<file path="config.mk">
export PLATFORM = sky130hd
export DESIGN_NAME = countdown_timer_pool_core
export DESIGN_NICKNAME = d
export VERILOG_FILES = /design/src/rtl/ctp_pkg.sv /design/src/rtl/ctp_mem.sv /design/src/rtl/ctp_out_reg.sv /design/src/rtl/ctp_seq.sv /design/src/rtl/countdown_timer_pool_core.sv
export SDC_FILE = /design/constraint.sdc
export NUM_CORES = 1
export LEC_CHECK = 0
export BUFFER_PORTS_ARGS = -buffer_cell sky130_fd_sc_hd__buf_2
export CAP_MARGIN = 25
export CORE_MARGIN = 8
export CORE_UTILIZATION = 40
export DETAILED_ROUTE_END_ITERATION = 6
export HOLD_SLACK_MARGIN = 0.02
export PLACE_DENSITY = 0.53
export RECOVER_POWER = 25
export SYNTH_ARGS = -nofsm -noshare
export SYNTH_HDL_FRONTEND = slang
export SYNTH_HIERARCHICAL = 1
export SYNTH_SLANG_ARGS = --single-unit
</file>
<file path="constraint.sdc">
create_clock -name clk_i -period 10.7 [get_ports clk_i]
set_clock_uncertainty 0.05 [all_clocks]
set_input_delay 1.605 -clock clk_i [delete_from_list [all_inputs] [get_ports clk_i]]
set_output_delay 1.605 -clock clk_i [all_outputs]
set_load 0.005 [all_outputs]
</file>
<file path="src/rtl/ctp_pkg.sv">
// ----------------------------------------------------------------------------
// ctp_pkg
// Shared types and constants of the countdown timer pool.
// ----------------------------------------------------------------------------
`timescale 1ns / 1ps

package ctp_pkg;

  // Default pool size and result limits
  localparam int unsigned NumTimersDef = 8;
  localparam int unsigned MaxResults   = 8;

  // Field widths
  localparam int unsigned OpW      = 3;
  localparam int unsigned SlotW    = 3;
  localparam int unsigned LoadW    = 31;
  localparam int unsigned TimeW    = 32;
  localparam int unsigned StepW    = 10;
  localparam int unsigned InTdataW  = 40;
  localparam int unsigned OutTdataW = 40;

  localparam logic [StepW-1:0] StepRst = 10'd1;

  // Opcodes
  typedef enum logic [OpW-1:0] {
    OP_TICK  = 3'd0,
    OP_ALLOC = 3'd1,
    OP_FREE  = 3'd2,
    OP_SET   = 3'd3,
    OP_STOP  = 3'd4,
    OP_READ  = 3'd5
  } ctp_op_e;

  // Timer modes
  typedef enum logic [1:0] {
    MODE_FREE    = 2'd0,
    MODE_STOPPED = 2'd1,
    MODE_RUNNING = 2'd2
  } ctp_mode_e;

  // One timer entry as stored in memory
  typedef struct packed {
    ctp_mode_e        mode;
    logic [TimeW-1:0] remain;
  } ctp_entry_t;

  // One result transaction
  typedef struct packed {
    logic             ok;
    logic [SlotW-1:0] rslot;
    logic [TimeW-1:0] time_left;
    logic             expired;
    logic             last;
  } ctp_result_t;

endpackage

</file>
<file path="src/rtl/ctp_mem.sv">
// ----------------------------------------------------------------------------
// ctp_mem
// Timer state memory: synchronous (registered) read, one write port.
// Per-entry valid bits make never-written entries read as free with time 0.
// ----------------------------------------------------------------------------
`timescale 1ns / 1ps

module ctp_mem import ctp_pkg::*; #(
  parameter int unsigned NumTimers = NumTimersDef,
  localparam int unsigned IdxW = (NumTimers > 1) ? $clog2(NumTimers) : 1
) (
  input  logic            clk_i,
  input  logic            rst_ni,
  input  logic            rd_en_i,
  input  logic [IdxW-1:0] rd_addr_i,
  input  logic            wr_en_i,
  input  logic [IdxW-1:0] wr_addr_i,
  input  ctp_entry_t      wr_data_i,
  output ctp_entry_t      rd_data_o
);

  ctp_entry_t           mem_q [NumTimers];
  ctp_entry_t           rd_q;
  logic [NumTimers-1:0] valid_q;
  logic                 rd_valid_q;

  // Storage array, no reset
  always_ff @(posedge clk_i) begin
    if (wr_en_i) begin
      mem_q[wr_addr_i] <= wr_data_i;
    end
  end

  // Registered read data
  always_ff @(posedge clk_i) begin
    if (rd_en_i) begin
      rd_q <= mem_q[rd_addr_i];
    end
  end

  // Valid bits, cleared by reset
  always_ff @(posedge clk_i or negedge rst_ni) begin
    if (!rst_ni) begin
      valid_q    <= '0;
      rd_valid_q <= 1'b0;
    end else begin
      if (wr_en_i) begin
        valid_q[wr_addr_i] <= 1'b1;
      end
      if (rd_en_i) begin
        rd_valid_q <= valid_q[rd_addr_i];
      end
    end
  end

  assign rd_data_o = rd_valid_q ? rd_q : '0;

endmodule

</file>
<file path="src/rtl/ctp_out_reg.sv">
// ----------------------------------------------------------------------------
// ctp_out_reg
// Output holding register between the sequencer and the result stream.
// ----------------------------------------------------------------------------
`timescale 1ns / 1ps

module ctp_out_reg import ctp_pkg::*; (
  input  logic        clk_i,
  input  logic        rst_ni,
  input  logic        ld_i,
  input  ctp_result_t res_i,
  output logic        free_o,
  output logic        valid_o,
  input  logic        take_i,
  output ctp_result_t res_o
);

  logic        valid_q, valid_d;
  ctp_result_t res_q;

  // Free when empty or drained this cycle
  assign free_o  = !valid_q || take_i;
  assign valid_d = ld_i ? 1'b1 : (take_i ? 1'b0 : valid_q);

  always_ff @(posedge clk_i or negedge rst_ni) begin
    if (!rst_ni) begin
      valid_q <= 1'b0;
    end else begin
      valid_q <= valid_d;
    end
  end

  always_ff @(posedge clk_i) begin
    if (ld_i) begin
      res_q <= res_i;
    end
  end

  assign valid_o = valid_q;
  assign res_o   = res_q;

endmodule

</file>
<file path="src/rtl/ctp_seq.sv">
// ----------------------------------------------------------------------------
// ctp_seq
// Operation sequencer: reads, modifies and writes back timer entries,
// scans the pool for tick and alloc, queues expiries and issues results.
// ----------------------------------------------------------------------------
`timescale 1ns / 1ps

module ctp_seq import ctp_pkg::*; #(
  parameter int unsigned NumTimers = NumTimersDef,
  localparam int unsigned IdxW = (NumTimers > 1) ? $clog2(NumTimers) : 1,
  localparam int unsigned CntW = $clog2(NumTimers + 1)
) (
  input  logic             clk_i,
  input  logic             rst_ni,
  input  logic [StepW-1:0] step_i,
  // input transactions
  input  logic             in_valid_i,
  output logic             in_ready_o,
  input  logic [OpW-1:0]   op_i,
  input  logic [SlotW-1:0] slot_i,
  input  logic [LoadW-1:0] load_i,
  // memory port
  output logic             mem_rd_en_o,
  output logic [IdxW-1:0]  mem_rd_addr_o,
  output logic             mem_wr_en_o,
  output logic [IdxW-1:0]  mem_wr_addr_o,
  output ctp_entry_t       mem_wr_data_o,
  input  ctp_entry_t       mem_rd_data_i,
  // output register
  output logic             out_ld_o,
  output ctp_result_t      out_res_o,
  input  logic             out_free_i
);

  localparam int unsigned ExpW    = $clog2(MaxResults + 1);
  localparam int unsigned ExpIdxW = $clog2(MaxResults);

  typedef enum logic [4:0] {
    ST_IDLE = 5'b00001,
    ST_SCAN = 5'b00010,
    ST_LOOK = 5'b00100,
    ST_EMIT = 5'b01000,
    ST_RESP = 5'b10000
  } ctp_state_e;

  ctp_state_e       state_q, state_d;
  logic [OpW-1:0]   op_q;
  logic [SlotW-1:0] slot_q;
  logic [LoadW-1:0] load_q;
  logic [CntW-1:0]  iss_cnt_q, iss_cnt_d;
  logic             pend_q;
  logic [IdxW-1:0]  pidx_q;
  logic [SlotW-1:0] exp_q [MaxResults];
  logic [ExpW-1:0]  exp_cnt_q, exp_cnt_d;
  logic [ExpW-1:0]  emit_cnt_q, emit_cnt_d;
  ctp_result_t      res_q, res_d;
  logic             exp_we;

  logic             accept;
  logic             in_rng;
  logic             live;
  logic             scan_end;
  logic [TimeW-1:0] dec;
  logic             emit_last;
  ctp_entry_t       ent;
  ctp_result_t      emit_res;

  assign accept   = in_valid_i && in_ready_o;
  assign ent      = mem_rd_data_i;
  assign in_rng   = (7'(slot_q) < 7'(NumTimers));
  assign live     = in_rng && (ent.mode != MODE_FREE);
  assign scan_end = pend_q && (pidx_q == IdxW'(NumTimers - 1));
  assign dec      = ent.remain - TimeW'(step_i);

  // Expiry result taken from the queue
  assign emit_last = ((emit_cnt_q + 1'b1) == exp_cnt_q);
  always_comb begin
    emit_res           = '0;
    emit_res.ok        = 1'b1;
    emit_res.rslot     = exp_q[emit_cnt_q[ExpIdxW-1:0]];
    emit_res.expired   = 1'b1;
    emit_res.last      = emit_last;
  end

  // Main sequencing
  always_comb begin
    state_d       = state_q;
    iss_cnt_d     = iss_cnt_q;
    exp_cnt_d     = exp_cnt_q;
    emit_cnt_d    = emit_cnt_q;
    res_d         = res_q;
    exp_we        = 1'b0;
    in_ready_o    = (state_q == ST_IDLE);
    mem_rd_en_o   = 1'b0;
    mem_rd_addr_o = iss_cnt_q[IdxW-1:0];
    mem_wr_en_o   = 1'b0;
    mem_wr_addr_o = pidx_q;
    mem_wr_data_o = ent;
    out_ld_o      = 1'b0;
    out_res_o     = res_q;

    case (state_q)
      ST_IDLE: begin
        if (accept) begin
          mem_rd_en_o = 1'b1;
          exp_cnt_d   = '0;
          emit_cnt_d  = '0;
          if (op_i == OP_TICK || op_i == OP_ALLOC) begin
            mem_rd_addr_o = '0;
            iss_cnt_d     = CntW'(1);
            state_d       = ST_SCAN;
          end else begin
            mem_rd_addr_o = IdxW'(slot_i);
            state_d       = ST_LOOK;
          end
        end
      end

      ST_SCAN: begin
        if (op_q == OP_ALLOC) begin
          if (pend_q && ent.mode == MODE_FREE) begin
            // claim lowest free slot
            mem_wr_en_o          = 1'b1;
            mem_wr_data_o.mode   = MODE_STOPPED;
            mem_wr_data_o.remain = '0;
            res_d                = '0;
            res_d.ok             = 1'b1;
            res_d.rslot          = SlotW'(pidx_q);
            res_d.last           = 1'b1;
            state_d              = ST_RESP;
          end else begin
            if (iss_cnt_q < CntW'(NumTimers)) begin
              mem_rd_en_o = 1'b1;
              iss_cnt_d   = iss_cnt_q + 1'b1;
            end
            if (scan_end) begin
              res_d      = '0;
              res_d.last = 1'b1;
              state_d    = ST_RESP;
            end
          end
        end else begin
          if (iss_cnt_q < CntW'(NumTimers)) begin
            mem_rd_en_o = 1'b1;
            iss_cnt_d   = iss_cnt_q + 1'b1;
          end
          // count down a running timer, stop it on underflow
          if (pend_q && ent.mode == MODE_RUNNING) begin
            mem_wr_en_o          = 1'b1;
            mem_wr_data_o.remain = dec;
            mem_wr_data_o.mode   = dec[TimeW-1] ? MODE_STOPPED : MODE_RUNNING;
            if (dec[TimeW-1] && exp_cnt_q < ExpW'(MaxResults)) begin
              exp_we    = 1'b1;
              exp_cnt_d = exp_cnt_q + 1'b1;
            end
          end
          if (scan_end) begin
            if (exp_cnt_d != '0) begin
              state_d = ST_EMIT;
            end else begin
              res_d      = '0;
              res_d.ok   = 1'b1;
              res_d.last = 1'b1;
              state_d    = ST_RESP;
            end
          end
        end
      end

      ST_LOOK: begin
        mem_wr_addr_o = IdxW'(slot_q);
        res_d         = '0;
        res_d.last    = 1'b1;
        case (op_q)
          OP_FREE: begin
            if (in_rng) begin
              mem_wr_en_o        = 1'b1;
              mem_wr_data_o.mode = MODE_FREE;
              res_d.ok           = 1'b1;
            end
          end
          OP_SET: begin
            if (live) begin
              mem_wr_en_o          = 1'b1;
              mem_wr_data_o.mode   = MODE_RUNNING;
              mem_wr_data_o.remain = TimeW'(load_q);
              res_d.ok             = 1'b1;
            end
          end
          OP_STOP: begin
            if (live) begin
              mem_wr_en_o        = 1'b1;
              mem_wr_data_o.mode = MODE_STOPPED;
              res_d.ok           = 1'b1;
            end
          end
          OP_READ: begin
            if (live) begin
              res_d.ok        = 1'b1;
              res_d.time_left = ent.remain;
            end
          end
          default: begin
            res_d.ok = 1'b0;
          end
        endcase
        state_d = ST_RESP;
      end

      ST_EMIT: begin
        out_res_o = emit_res;
        if (out_free_i) begin
          out_ld_o   = 1'b1;
          emit_cnt_d = emit_cnt_q + 1'b1;
          if (emit_last) begin
            state_d = ST_IDLE;
          end
        end
      end

      ST_RESP: begin
        if (out_free_i) begin
          out_ld_o = 1'b1;
          state_d  = ST_IDLE;
        end
      end

      default: begin
        state_d = ST_IDLE;
      end
    endcase
  end

  // Control registers
  always_ff @(posedge clk_i or negedge rst_ni) begin
    if (!rst_ni) begin
      state_q    <= ST_IDLE;
      iss_cnt_q  <= '0;
      pend_q     <= 1'b0;
      exp_cnt_q  <= '0;
      emit_cnt_q <= '0;
    end else begin
      state_q    <= state_d;
      iss_cnt_q  <= iss_cnt_d;
      pend_q     <= mem_rd_en_o;
      exp_cnt_q  <= exp_cnt_d;
      emit_cnt_q <= emit_cnt_d;
    end
  end

  // Payload registers
  always_ff @(posedge clk_i) begin
    if (accept) begin
      op_q   <= op_i;
      slot_q <= slot_i;
      load_q <= load_i;
    end
    if (mem_rd_en_o) begin
      pidx_q <= mem_rd_addr_o;
    end
    if (exp_we) begin
      exp_q[exp_cnt_q[ExpIdxW-1:0]] <= SlotW'(pidx_q);
    end
    res_q <= res_d;
  end

endmodule

</file>
<file path="src/rtl/countdown_timer_pool_core.sv">
// ----------------------------------------------------------------------------
// countdown_timer_pool_core
// Tick walks the state memory one entry a cycle and then returns one result
// per queued expiry, or a single result when none expired. Alloc stops at the
// first free slot. Other opcodes read, modify/write, then return a result.
// One transaction in flight at a time; a stalled result holds the input off.
// Reset clears all timers to free and ms_per_tick to 1; no clearing pass.
// ----------------------------------------------------------------------------
`timescale 1ns / 1ps

module countdown_timer_pool_core import ctp_pkg::*; #(
  parameter int unsigned NumTimers = NumTimersDef
) (
  input  logic                 clk_i,
  input  logic                 rst_ni,
  // input stream
  input  logic                 s_axis_tvalid_i,
  output logic                 s_axis_tready_o,
  // tdata: opcode[2:0], slot[5:3], load_ms[36:6], zero[39:37]
  input  logic [InTdataW-1:0]  s_axis_tdata_i,
  // result stream
  output logic                 m_axis_tvalid_o,
  input  logic                 m_axis_tready_i,
  // tdata: ok[0], result_slot[3:1], time_left[35:4], zero[39:36]
  output logic [OutTdataW-1:0] m_axis_tdata_o,
  // tuser: expired[0]
  output logic [0:0]           m_axis_tuser_o,
  output logic                 m_axis_tlast_o,
  // ms_per_tick register
  input  logic                 cfg_we_i,
  input  logic [StepW-1:0]     cfg_wdata_i
);

  localparam int unsigned IdxW = (NumTimers > 1) ? $clog2(NumTimers) : 1;

  logic [StepW-1:0] step_q;
  logic             rd_en, wr_en;
  logic [IdxW-1:0]  rd_addr, wr_addr;
  ctp_entry_t       wr_data, rd_data;
  logic             out_ld, out_free;
  ctp_result_t      seq_res, out_res;

  // ms_per_tick register
  always_ff @(posedge clk_i or negedge rst_ni) begin
    if (!rst_ni) begin
      step_q <= StepRst;
    end else if (cfg_we_i) begin
      step_q <= cfg_wdata_i;
    end
  end

  ctp_mem #(.NumTimers(NumTimers)) u_mem (
    .clk_i     (clk_i),
    .rst_ni    (rst_ni),
    .rd_en_i   (rd_en),
    .rd_addr_i (rd_addr),
    .wr_en_i   (wr_en),
    .wr_addr_i (wr_addr),
    .wr_data_i (wr_data),
    .rd_data_o (rd_data)
  );

  ctp_seq #(.NumTimers(NumTimers)) u_seq (
    .clk_i         (clk_i),
    .rst_ni        (rst_ni),
    .step_i        (step_q),
    .in_valid_i    (s_axis_tvalid_i),
    .in_ready_o    (s_axis_tready_o),
    .op_i          (s_axis_tdata_i[2:0]),
    .slot_i        (s_axis_tdata_i[5:3]),
    .load_i        (s_axis_tdata_i[36:6]),
    .mem_rd_en_o   (rd_en),
    .mem_rd_addr_o (rd_addr),
    .mem_wr_en_o   (wr_en),
    .mem_wr_addr_o (wr_addr),
    .mem_wr_data_o (wr_data),
    .mem_rd_data_i (rd_data),
    .out_ld_o      (out_ld),
    .out_res_o     (seq_res),
    .out_free_i    (out_free)
  );

  ctp_out_reg u_out (
    .clk_i   (clk_i),
    .rst_ni  (rst_ni),
    .ld_i    (out_ld),
    .res_i   (seq_res),
    .free_o  (out_free),
    .valid_o (m_axis_tvalid_o),
    .take_i  (m_axis_tready_i),
    .res_o   (out_res)
  );

  // Result packing
  assign m_axis_tdata_o = {4'b0, out_res.time_left, out_res.rslot, out_res.ok};
  assign m_axis_tuser_o = out_res.expired;
  assign m_axis_tlast_o = out_res.last;

endmodule

</file>
Word level (Yosys, flattened, before mapping). Memory sizes are Yosys's and may differ from the RTL's. A register that Yosys moved wholly into a read port is not among the register bits. Index checks and enable logic that the tools add are counted.

Shift-type cells: 0. Mux-type cells: 77. Bitwise logic cells: 1. Equal/unequal tests: 24. $add $sub $neg: 4. Magnitude comparators: 5. $mul: 0. Reductions and logical operators: 25. Divide/modulo/power cells: 0.

Operator list (count): $mux 38 (5); $mux 34 (5); $mux 32 (3); $pmux 38 s2 (1); $pmux 34 s2 (1); $mux 4 (12); $mux 5 (9); $mux 37 (1); $sub 32x10->32 (1); $pmux 5 s5 (1); $pmux 4 s2 (3); $mux 1 (22); $mux 3 (5); $add 4x1->4 const B (3); $ne 2x2->1 const B (5); $reduce_bool 2->1 (5); $eq 3x3->1 const B (3); $lt 3x4->1 const B (2); $lt 4x4->1 const B (2); $or 8x8->8 (1); $pmux 1 s2 (4); $reduce_and 4->1 (2); $eq 3x1->1 const B (2); $eq 3x2->1 const B (2); other kinds (26) (36).

Memories kept: 2. Logic and storage cells: 161. Latch bits: 0. Bits in read-only memories: 0. Input bits: 55. Memory bits (writable): 296. Flip-flop bits (word level): 154.

Memory list: u_mem.mem_q (depth 8, width 34, rd ports 1, clocked after Yosys merged registers in 1, wr ports 1, RTL line ctp_mem.sv:22) `ctp_entry_t mem_q [NumTimers];`; u_seq.exp_q (depth 8, width 3, rd ports 1, clocked after Yosys merged registers in 0, wr ports 1, RTL line ctp_seq.sv:53) `logic [SlotW-1:0] exp_q [MaxResults];`.

Longest topological paths before layout. Gate-level depths: netlist (run 1).

Word-level depth: 12. Depth in mapped cells: 12.

Hierarchy. The synthesis (run 1) kept the hierarchy.

By module, submodules not included: ctp_mem (area an instance 12100.4 um^2, times used 1, sequential area each 9414.0 um^2, cells each 502); ctp_seq (area an instance 6820.3 um^2, times used 1, sequential area each 3454.6 um^2, cells each 639); ctp_out_reg (area an instance 1188.6 um^2, times used 1, sequential area each 1166.1 um^2, cells each 41); countdown_timer_pool_core (area an instance 446.7 um^2, times used 1, sequential area each 251.5 um^2, cells each 26).

Worst setup path after synthesis (run 1). Ideal clock, no wire load.

Path kind: register to register. Start point: reg u_mem.rd_valid_q. End point: reg u_seq/res_q[10] in the netlist's numbering, enable pin. Clock period less this slack: 4.753 ns. Arrival time: 4.261 ns. Path buffers: 1. Cell stages (with the launch flop): 9. Slack: 5.947 ns. Cells stage by stage: dfrtp_1 clkbuf_1 and2_1 or4_4 or3_4 or2_2 o41ai_2 nor2_1 a21oi_1.

RTL lines: from (decl) (RTL line ctp_mem.sv:25) `logic rd_valid_q;`; from (signal assigned) (RTL line ctp_mem.sv:51) `rd_valid_q <= valid_q[rd_addr_i];`; to (signal assigned) (RTL line ctp_seq.sv:264) `res_q <= res_d;`; to (decl) (RTL line ctp_seq.sv:56) `ctp_result_t res_q, res_d;`.

==> results of run 1 <==
-- worst paths after layout --
check / endpoint / start / slack (ps) / cells past startpoint
min in group asynchronous: step_q[7] / rst_ni / 1070 / 1
min reg2reg: u_mem/valid_q[4] / u_mem/valid_q[4] / 420 / 1
max reg2reg: u_mem/mem_q[0][14] / u_mem/rd_valid_q / 5550 / 10
min: u_mem/valid_q[4] / u_mem/valid_q[4] / 420 / 1
max in group asynchronous: u_seq/emit_cnt_q[3] / rst_ni / 7680 / 2
max: u_mem/mem_q[0][14] / u_mem/rd_valid_q / 5550 / 10
-- cell usage in the layout (no fill, tap or decap), drive strengths merged, types with 6 or more instances in the layout --
master	n
inv	24
and2	96
a22oi	12
nand3b	6
a221o	9
clkbuf	107
or3	8
xor2	8
nand2	61
ha	13
mux2i	16
edfxtp	444
clkinv	20
or2	13
o21ai	40
dfrtp	36
a21o	9
mux4	75
a21oi	17
buf	82
nor4	7
mux2	46
nor3	30
o311ai	9
nand2b	9
o211ai	9
nand3	18
and3	10
nor2	41
-- flip-flops by register name, summed over array words and instances, names as in the netlist --
| name | cells |
|---|---|
| u_out/valid_o | 1 |
| u_seq/iss_cnt_q | 4 |
| u_seq/load_q | 31 |
| u_mem/rd_q | 34 |
| u_seq/emit_cnt_q | 4 |
| u_seq/state_q | 5 |
| u_seq/op_q | 3 |
| u_mem/valid_q | 8 |
| u_mem/mem_q | 272 |
| u_seq/pend_q | 1 |
| u_seq/exp_q | 24 |
| u_seq/res_q | 36 |
| u_seq/pidx_q | 3 |
| u_mem/rd_valid_q | 1 |
| u_out/res_o | 38 |
| step_q | 10 |
| u_seq/slot_q | 3 |
| u_seq/exp_cnt_q | 4 |
-- cell type report --
| class | instances | share of cell area [%] |
|---|---|---|
| Multi-Input combinational cell | 645 | 25.5 |
| Tap cell | 680 | 3.65 |
| Clock inverter | 24 | 0.731 |
| Timing Repair Buffer | 121 | 2.67 |
| Sequential cell | 482 | 61.3 |
| Clock buffer | 68 | 5.75 |
| Inverter | 23 | 0.371 |
-- kinds of logic after synthesis --
family	count (synthesis)	share of synthesized area [%]
AO/OA/AOI/OAI	147	5.03
XOR/XNOR	14	0.663
adder cells (fa/ha/maj)	14	0.889
buffers and inverters	84	1.97
flip-flops	482	69.5
multiplexers	137	12.8
other	1	0.0182
AND/OR/NAND/NOR	329	9.15
-- metrics by stage --
| step | total power, W | std cells | hold slack (ps) | instance area, um^2 | setup slack, ps |
|---|---|---|---|---|---|
| after floorplan | 0.00363 | 1211 | 389 | 20600 | 5950 |
| after global placement | 0.00406 | 1946 | 403 | 21900 | 5270 |
| after detailed placement | 0.00409 | 1947 | 404 | 21900 | 5290 |
| after CTS | 0.00572 | 2039 | 422 | 23400 | 5910 |
| after global routing | 0.00592 | 2043 | 436 | 23300 | 5220 |
| final | 0.00564 | 2043 | 421 | 23300 | 5550 |
-- where the power goes --
group	total [W]	leakage (nW)	switching [W]	internal (W)
clock network	0.00161	0.734	0.000691	0.000924
registers	0.00251	4.83	0.0000996	0.00241
logic	0.00152	2.86	0.000914	0.000604
-- per-layer routing --
| layer | vias up | track usage [%] | wire, um |
|---|---|---|---|
| met5 | - | 0 | 0 |
| met2 | 311 | 26.4 | 23200 |
| met1 | 5749 | 22.9 | 22400 |
| met3 | 69 | 2.33 | 2220 |
| li1 | 5039 | - | - |
| met4 | 0 | 5.59 | 1190 |
-- critical path: cells and delay by family, from the launching register on --
kind	cells	cell delay, ps
AO/OA/AOI/OAI	5	1890
adder cells (fa/ha/maj)	1	340
buffers and inverters	2	1490
flip-flops	1	320
AND/OR/NAND/NOR	2	790
==> impl_metrics.ini, run 1 <==
[critical_path]
cp_data_required_time_ps = 10970
timing.critical_path.fanout_max = 35
criticalPathCategory = flop to flop
path_cells = clkbuf_1 > and2_1 > ha_1 > a211oi_1 > o21bai_1 > o211ai_1 > nand4_1 > o311ai_0 > o311ai_0 > buf_4
cp_slowest_stage_delay_ps = 1260
end_kind = flop
critical_path_source_type = flop
worst_path_max_delay_cell = clkbuf_1
timing.critical_path.mode_cell = o311ai_0
worst-endpoint-arrival_ps = 5410

[clocking]
cts.sink_count = 482
cts.path.max_buffers = 3
cts_setup_buffers = 0
cts.htree.levels = 2
numCtsBuffers = 50
number_of_hold_buffers_added_after_cts = 0
ctsRootBufferMaster = clkbuf_16
cts_tree = done
clk_transition_reported_paths_ps = 60
cts_repair_resize_count = 0
clk_latency_ps = 590

[global_route]
grt_overflow_total = 0
groute.usage.overall_pct = 16.4
number_of_global_route_vias_before_repair = 11446
grt_start_max_net_pins = 68
initial_antenna_violation_count = 1
grt_first_pass_wirelength_mm = 73.8

[sta]
final_hold_viol_count = 0
layout_min_cycle_time_ps = 5150
period_share_pct = 48.1
setup_tns_final_ps = 0
worst-slew-pin-transition_ps = 1790
max_clk_rate_mhz = 194
timing.final.max_slew_violations = 36
slew_headroom_pct = -19.2
setup_viol_count_final = 0
grt_setup_unrepaired = no

[floorplanning]
die_outline_area_um2 = 58900
core_um2 = 51100
die_height_um = 243
fp-row-count = 83
die-width_um = 243
ioPinCount = 99
starting_density_of_the_core_pct = 40.2

[flow_run]
maxCapViolations = 1

[synth]
synth.top_cells.by_area = edfxtp_1 65%, mux4_1 7.5%, dfrtp_1 4.4%
synthesis.area_per_instance_um2 = 17.0
ys_ff_latch = 482
seq_area_frac_synth_pct = 69.5
yosys.area.top_type_share_pct = 64.9
yosysUniqueCellTypes = 84
syn-cell-area_um2 = 20600
synth_top_area_cell = edfxtp_1
post_synth_inst_count = 1208
ys_async_sr_fraction_pct = 7.88
synth.cells.most_frequent = 444 x edfxtp_1, 95 x and2_1, 61 x nand2_1
synth.yosys.warnings = 6
synth_most_common_cell = edfxtp_1
synth-edff-count = 444
dominantRegCellSynth = edfxtp_1

[cells_and_area]
finalNetCount = 1392
syn2layout_area_growth_pct = 13.3
seq_area_um2 = 14300
drive_above_1_share_pct = 18.2
final.fill_count = 4487
antenna_cells_inserted = 0
finalCoreUtilization_pct = 45.6
multi_input_area_um2 = 5940

[detailed_routing]
drc = 0
final_antenna_net_count = 0
routed-via-count = 11168
dr.pass1.iters = 7
via_per_inst = 5.47
routed_wl_mm = 49.0
wl_per_cell_um = 24.0
drt-initial-drc-count = 1028

[pwr]
pwr_density_cell_nw_per_um2 = 242
peakVddDrop_mv = 0.110
power.static_leakage_nw = 8.42

[outcome]
status = finished with violations
failed_checks = capacitance limit, slew limit

[min_path]
worstHoldPathType = flop to flop

[place]
gp_congestion = 0.860
io_buffer_count = 91
place_hpwl_mm = 29.7
No activity file was read; power rests on OpenSTA's default activity.
==> run 2, diff against run 1 <==
==> constraint.sdc (replaced) <==
create_clock -name clk_i -period 4.9 [get_ports clk_i]
set_clock_uncertainty 0.05 [all_clocks]
set_input_delay 0.735 -clock clk_i [delete_from_list [all_inputs] [get_ports clk_i]]
set_output_delay 0.735 -clock clk_i [all_outputs]
set_load 0.005 [all_outputs]
==> run 2 against run 1 <==
Net effect: the flow still finishes with violations (capacitance limit, slew limit); sequential share of layout area is 1.3 points lower; register-to-register slack worse by 4700 ps; combinational power is 120% higher; cell area is 2.1% higher; worst hold slack worse by 190 ps.
==> impl_metrics.ini, run 2 (synthesis gave the netlist of run 1 again) <==
[critical_path]
reg2regPathDepth = 6
path_cells = nor2_1 > and3_1 > nand2_1 > clkbuf_1 > o21ai_0 > clkbuf_2
timing.critical_path.buf_inv = 2
reg_to_reg_startpoint = u_seq/state_q[2]
end_kind = flop
critical_path_depth = 6
end_point_of_the_critical_path = u_mem/rd_q[33]
criticalPathCategory = flop to flop
worst-endpoint-arrival_ps = 4190
reg2reg_setup_slack_ps = 860
worst_path_max_delay_cell = clkbuf_2
cp_slowest_stage_delay_ps = 1060
crit_family = buffers and inverters
worstReg2RegEnd = u_mem/rd_q[33]
cp_data_required_time_ps = 5050
crit_path_start = u_seq/state_q[2]
critical_path_source_type = flop
timing.critical_path.fanout_max = 35

[cells_and_area]
finalCoreUtilization_pct = 46.6
finalNetCount = 1406
syn2layout_area_growth_pct = 15.7
largest_register = u_mem/mem_q
largest_reg_flops = 272
antenna_cells_inserted = 0
drive_above_1_share_pct = 19.6
mostFrequentLayoutCell = edfxtp_1
mostFrequentLayoutCells = 444 x edfxtp_1, 70 x and2_1, 61 x nand2_1, 59 x mux4_1, 55 x clkbuf_1

[clocking]
cts.path.max_buffers = 3
clk_transition_reported_paths_ps = 60
cts_tree = done
cts_repair_resize_count = 0
clk_latency_ps = 600
cts.htree.levels = 2
cts_setup_buffers = 0
ctsRootBufferMaster = clkbuf_16
numCtsBuffers = 51
number_of_hold_buffers_added_after_cts = 0
cts.sink_count = 482

[pwr]
pwr_density_cell_nw_per_um2 = 544
design_power_total_w = 0.0129
clkPwrFrac_pct = 31.2
power.static_leakage_nw = 8.65
combinationalPowerShare_pct = 26.3
netSwitchingPower_w = 0.00385
peakVddDrop_mv = 0.246
p_int_w = 0.00910
sw_frac_of_total_pct = 29.7
power.share.sequential_pct = 42.4

[sta]
grt_setup_unrepaired = no
max_clk_rate_mhz = 247
timing.final.max_slew_violations = 67
final_hold_viol_count = 0
layout_min_cycle_time_ps = 4040
setup_tns_final_ps = 0
period_share_pct = 82.5
worst-slew-pin-transition_ps = 1550
slew_headroom_pct = -3.52
setup_viol_count_final = 0

[global_route]
groute.usage.overall_pct = 16.3
grt_start_max_net_pins = 42
grt_overflow_total = 0
number_of_global_route_vias_before_repair = 11410
initial_antenna_violation_count = 0
grt_first_pass_wirelength_mm = 73.5

[place]
gp_congestion = 0.845
place_hpwl_mm = 31.0
io_buffer_count = 91

[floorplanning]
starting_density_of_the_core_pct = 40.2
fp-row-count = 83
die-width_um = 243
ioPinCount = 99
die_height_um = 243
core_um2 = 51100
die_outline_area_um2 = 58900

[min_path]
worstHoldPathType = primary input to asynchronous set/reset pin

[detailed_routing]
dr.pass1.iters = 5
wl_per_cell_um = 23.8
drt-initial-drc-count = 1043
routed_wl_mm = 48.9
final_antenna_net_count = 0
routed-via-count = 11219
via_per_inst = 5.45
drc = 0

[flow_run]
maxCapViolations = 2

[outcome]
status = finished with violations
failed_checks = capacitance limit, slew limit
==> run 2: layout make-up <==
cell class,count,area [um^2]
inverter,23,86.3
tap,680,851
timing repair buffer,134,857
clock inverter,36,443
fill,4462,27300
multi-input combinational,645,5930
clock buffer,60,1330
sequential,482,14300
==> run 2: per-stage QoR <==
stage	instances	area [um^2]	setup WS [ps]	hold slack, ps
floorplan	1211	20600	147	389
global placement	1960	22100	913	401
detailed placement	1962	22200	888	405
CTS	2058	24000	870	24.9
global route	2060	23800	609	239
finish	2060	23800	856	234
==> run 2: power by group through the flow <==
stage               Combinational, W  Clock [W]  Sequential, W
floorplan                    0.00245          0        0.00548
global route                 0.00368    0.00431        0.00553
finish                       0.00341    0.00404        0.00549
global placement             0.00339          0        0.00558
detailed placement           0.00346          0        0.00558
CTS                          0.00348    0.00414        0.00549
==> run 2: metal layers <==
layer	routed length (um)	vias up	global-route usage (%)
met1	22300	5762	22.4
li1	-	5080	-
met2	23200	302	26.5
met5	0	-	0
met3	1950	75	2.22
met4	1440	0	6.05
==> run 2: worst min-delay path by stage <==
stage | start | end
finish | rst_ni | u_out/valid_o
detailed placement | u_mem/valid_q[4] | u_mem/valid_q[4]
CTS | rst_ni | u_out/valid_o
floorplan | rst_ni | step_q[1]
global placement | u_mem/valid_q[1] | u_mem/valid_q[1]
global route | s_axis_tdata_i[22] | u_seq/load_q[16]
==> run 3, diff against run 2 <==
==> constraint.sdc (replaced) <==
create_clock -name clk_i -period 4.1 [get_ports clk_i]
set_clock_uncertainty 0.05 [all_clocks]
set_input_delay 0.615 -clock clk_i [delete_from_list [all_inputs] [get_ports clk_i]]
set_output_delay 0.615 -clock clk_i [all_outputs]
set_load 0.005 [all_outputs]
==> run 3 against run 2 <==
Net effect: the flow still finishes with violations (capacitance limit, slew limit); sequential power grew 19%; via count is 0.71% lower; sequential share of layout area rose by 0.22 points; cell count is 0.49% higher; die area unchanged; worst hold slack got worse by 90 ps; critical path type unchanged; largest cell class unchanged; largest power group unchanged.
==> impl_metrics.ini, run 3 (synthesis gave the netlist of run 1 again) <==
[detailed_routing]
drc = 0
highest-signal-layer = met4
met2_length_mm = 22.3
final_antenna_net_count = 0
routed-via-count = 11139
drt-initial-drc-count = 985
wl_per_cell_um = 22.9
via_per_inst = 5.38
routed_wl_mm = 47.5
wl_met3_mm = 2.32
dr.pass1.iters = 5
wl_met1_mm = 21.2

[cells_and_area]
largest_register = u_mem/mem_q
final.fill_count = 4463
syn2layout_area_growth_pct = 15.3
final-instance-count-excl-fill = 2070
finalNetCount = 1420
largest_reg_flops = 272
mostFrequentLayoutCell = edfxtp_1
seq_area_um2 = 14300
fin_area_um2 = 23700
multi_input_area_um2 = 5960
drive_above_1_share_pct = 19.4
mostFrequentLayoutCells = 444 x edfxtp_1, 75 x and2_1, 65 x clkbuf_1, 61 x nand2_1, 59 x mux4_1
antenna_cells_inserted = 0

[pwr]
power.static_leakage_nw = 8.62
pwr_density_cell_nw_per_um2 = 628
peakVddDrop_mv = 0.310
design_power_total_w = 0.0149

[critical_path]
worst_path_max_delay_cell = o311ai_0
cp_slowest_stage_delay_ps = 1010
criticalPathCategory = flop to flop
timing.critical_path.mode_cell = buf_4
timing.critical_path.fanout_max = 20
worst-endpoint-arrival_ps = 4370
end_kind = flop
critical_path_source_type = flop
cp_data_required_time_ps = 4500
path_cells = buf_4 > and2_1 > or4_4 > or3_4 > nor4b_4 > nand3_1 > o311ai_0 > buf_4

[sta]
worst-slew-pin-transition_ps = 1770
setup_tns_final_ps = 0
layout_min_cycle_time_ps = 3970
timing.final.max_slew_violations = 35
setup_viol_count_final = 0
slew_headroom_pct = -19.6
final_hold_viol_count = 0
period_share_pct = 96.7
grt_setup_unrepaired = no
max_clk_rate_mhz = 252

[clocking]
numCtsBuffers = 48
cts.sink_count = 482
clk_transition_reported_paths_ps = 60
ctsRootBufferMaster = clkbuf_16
clk_latency_ps = 600
cts.htree.levels = 2
cts.path.max_buffers = 3
cts_repair_resize_count = 0
cts_tree = done

[place]
gp_congestion = 0.863
io_buffer_count = 91
placed_cells_incl_taps = 1978
place_hpwl_mm = 31.2
placed_area_um2 = 22300

[global_route]
grt_start_max_net_pins = 39
grt_first_pass_wirelength_mm = 72.1
number_of_global_route_vias_before_repair = 11426
initial_antenna_violation_count = 2
groute.usage.overall_pct = 16.0
grt_overflow_total = 0

[outcome]
status = finished with violations
failed_checks = capacitance limit, slew limit

[floorplanning]
core_um2 = 51100
fp-row-count = 83
ioPinCount = 99
die_outline_area_um2 = 58900
starting_density_of_the_core_pct = 40.2
die-width_um = 243
die_height_um = 243

[min_path]
worstHoldPathType = primary input to flop

[flow_run]
maxCapViolations = 2
## run 3: cell types whose count changed in the layout (fill, tap and decap cells not counted), sizes merged
cell / before / now
dlygate4sd3: 0 / 1
bufinv: 9 / 1
clkinvlp: 3 / 0
inv: 27 / 24
clkinv: 20 / 17
buf: 84 / 99
clkbuf: 110 / 121
## run 3: area by class of cell
cell class / count / share of cell area [%]
repair buffers: 151 / 4.26
well taps: 680 / 3.59
flip-flops and latches: 482 / 60.3
multi-input cells: 645 / 25.1
clock buffers: 70 / 5.72
inverters: 23 / 0.364
clock inverters: 19 / 0.665
## run 3: timing repair
item	in CTS	in global routing
hold buffers	1	0
buffers inserted	0	0
endpoints found under the hold margin	12	0
## run 3: through the flow
step / hold slack [ps] / utilization (%) / setup WS, ps
floorplan: 269 / - / 136
global placement: 402 / 43.6 / 375
detailed placement: 403 / 43.7 / 423
CTS: 96.8 / 46.7 / 385
global route: 114 / 46.4 / 113
finish: 144 / 46.4 / 135
## run 3: critical path, delay by kind of cell, from the launching register on
kind	cells	cell delay [ps]
flip-flops	1	440
AO/OA/AOI/OAI	1	1010
AND/OR/NAND/NOR	5	1750
buffers and inverters	2	550
## run 3: power breakdown
| part | leakage, nW | switching, W | total [W] | internal, W |
|---|---|---|---|---|
| logic | 3.05 | 0.00245 | 0.00416 | 0.00172 |
| registers | 4.83 | 0.000258 | 0.00655 | 0.00629 |
| clock network | 0.743 | 0.00180 | 0.00417 | 0.00237 |
## run 3: metal layers
| layer | track usage, % | up-vias |
|---|---|---|
| met5 | 0 | - |
| met3 | 2.62 | 92 |
| li1 | - | 5108 |
| met2 | 25.4 | 300 |
| met4 | 6.49 | 0 |
| met1 | 21.9 | 5639 |
## run 3: final timing paths
path                            depth (start not counted)                 end  slack [ps]               start
worst max-delay path                                    8  u_mem/mem_q[5][30]         130    u_mem/rd_valid_q
worst min-delay path                                    1    u_seq/load_q[17]         140  s_axis_tdata_i[23]
worst max register to register                          8  u_mem/mem_q[5][30]         130    u_mem/rd_valid_q
worst min register to register                          1    u_mem/valid_q[4]         420    u_mem/valid_q[4]
max in group asynchronous                               3  u_seq/iss_cnt_q[0]        1400              rst_ni
min in group asynchronous                               2    u_mem/rd_valid_q         600              rst_ni
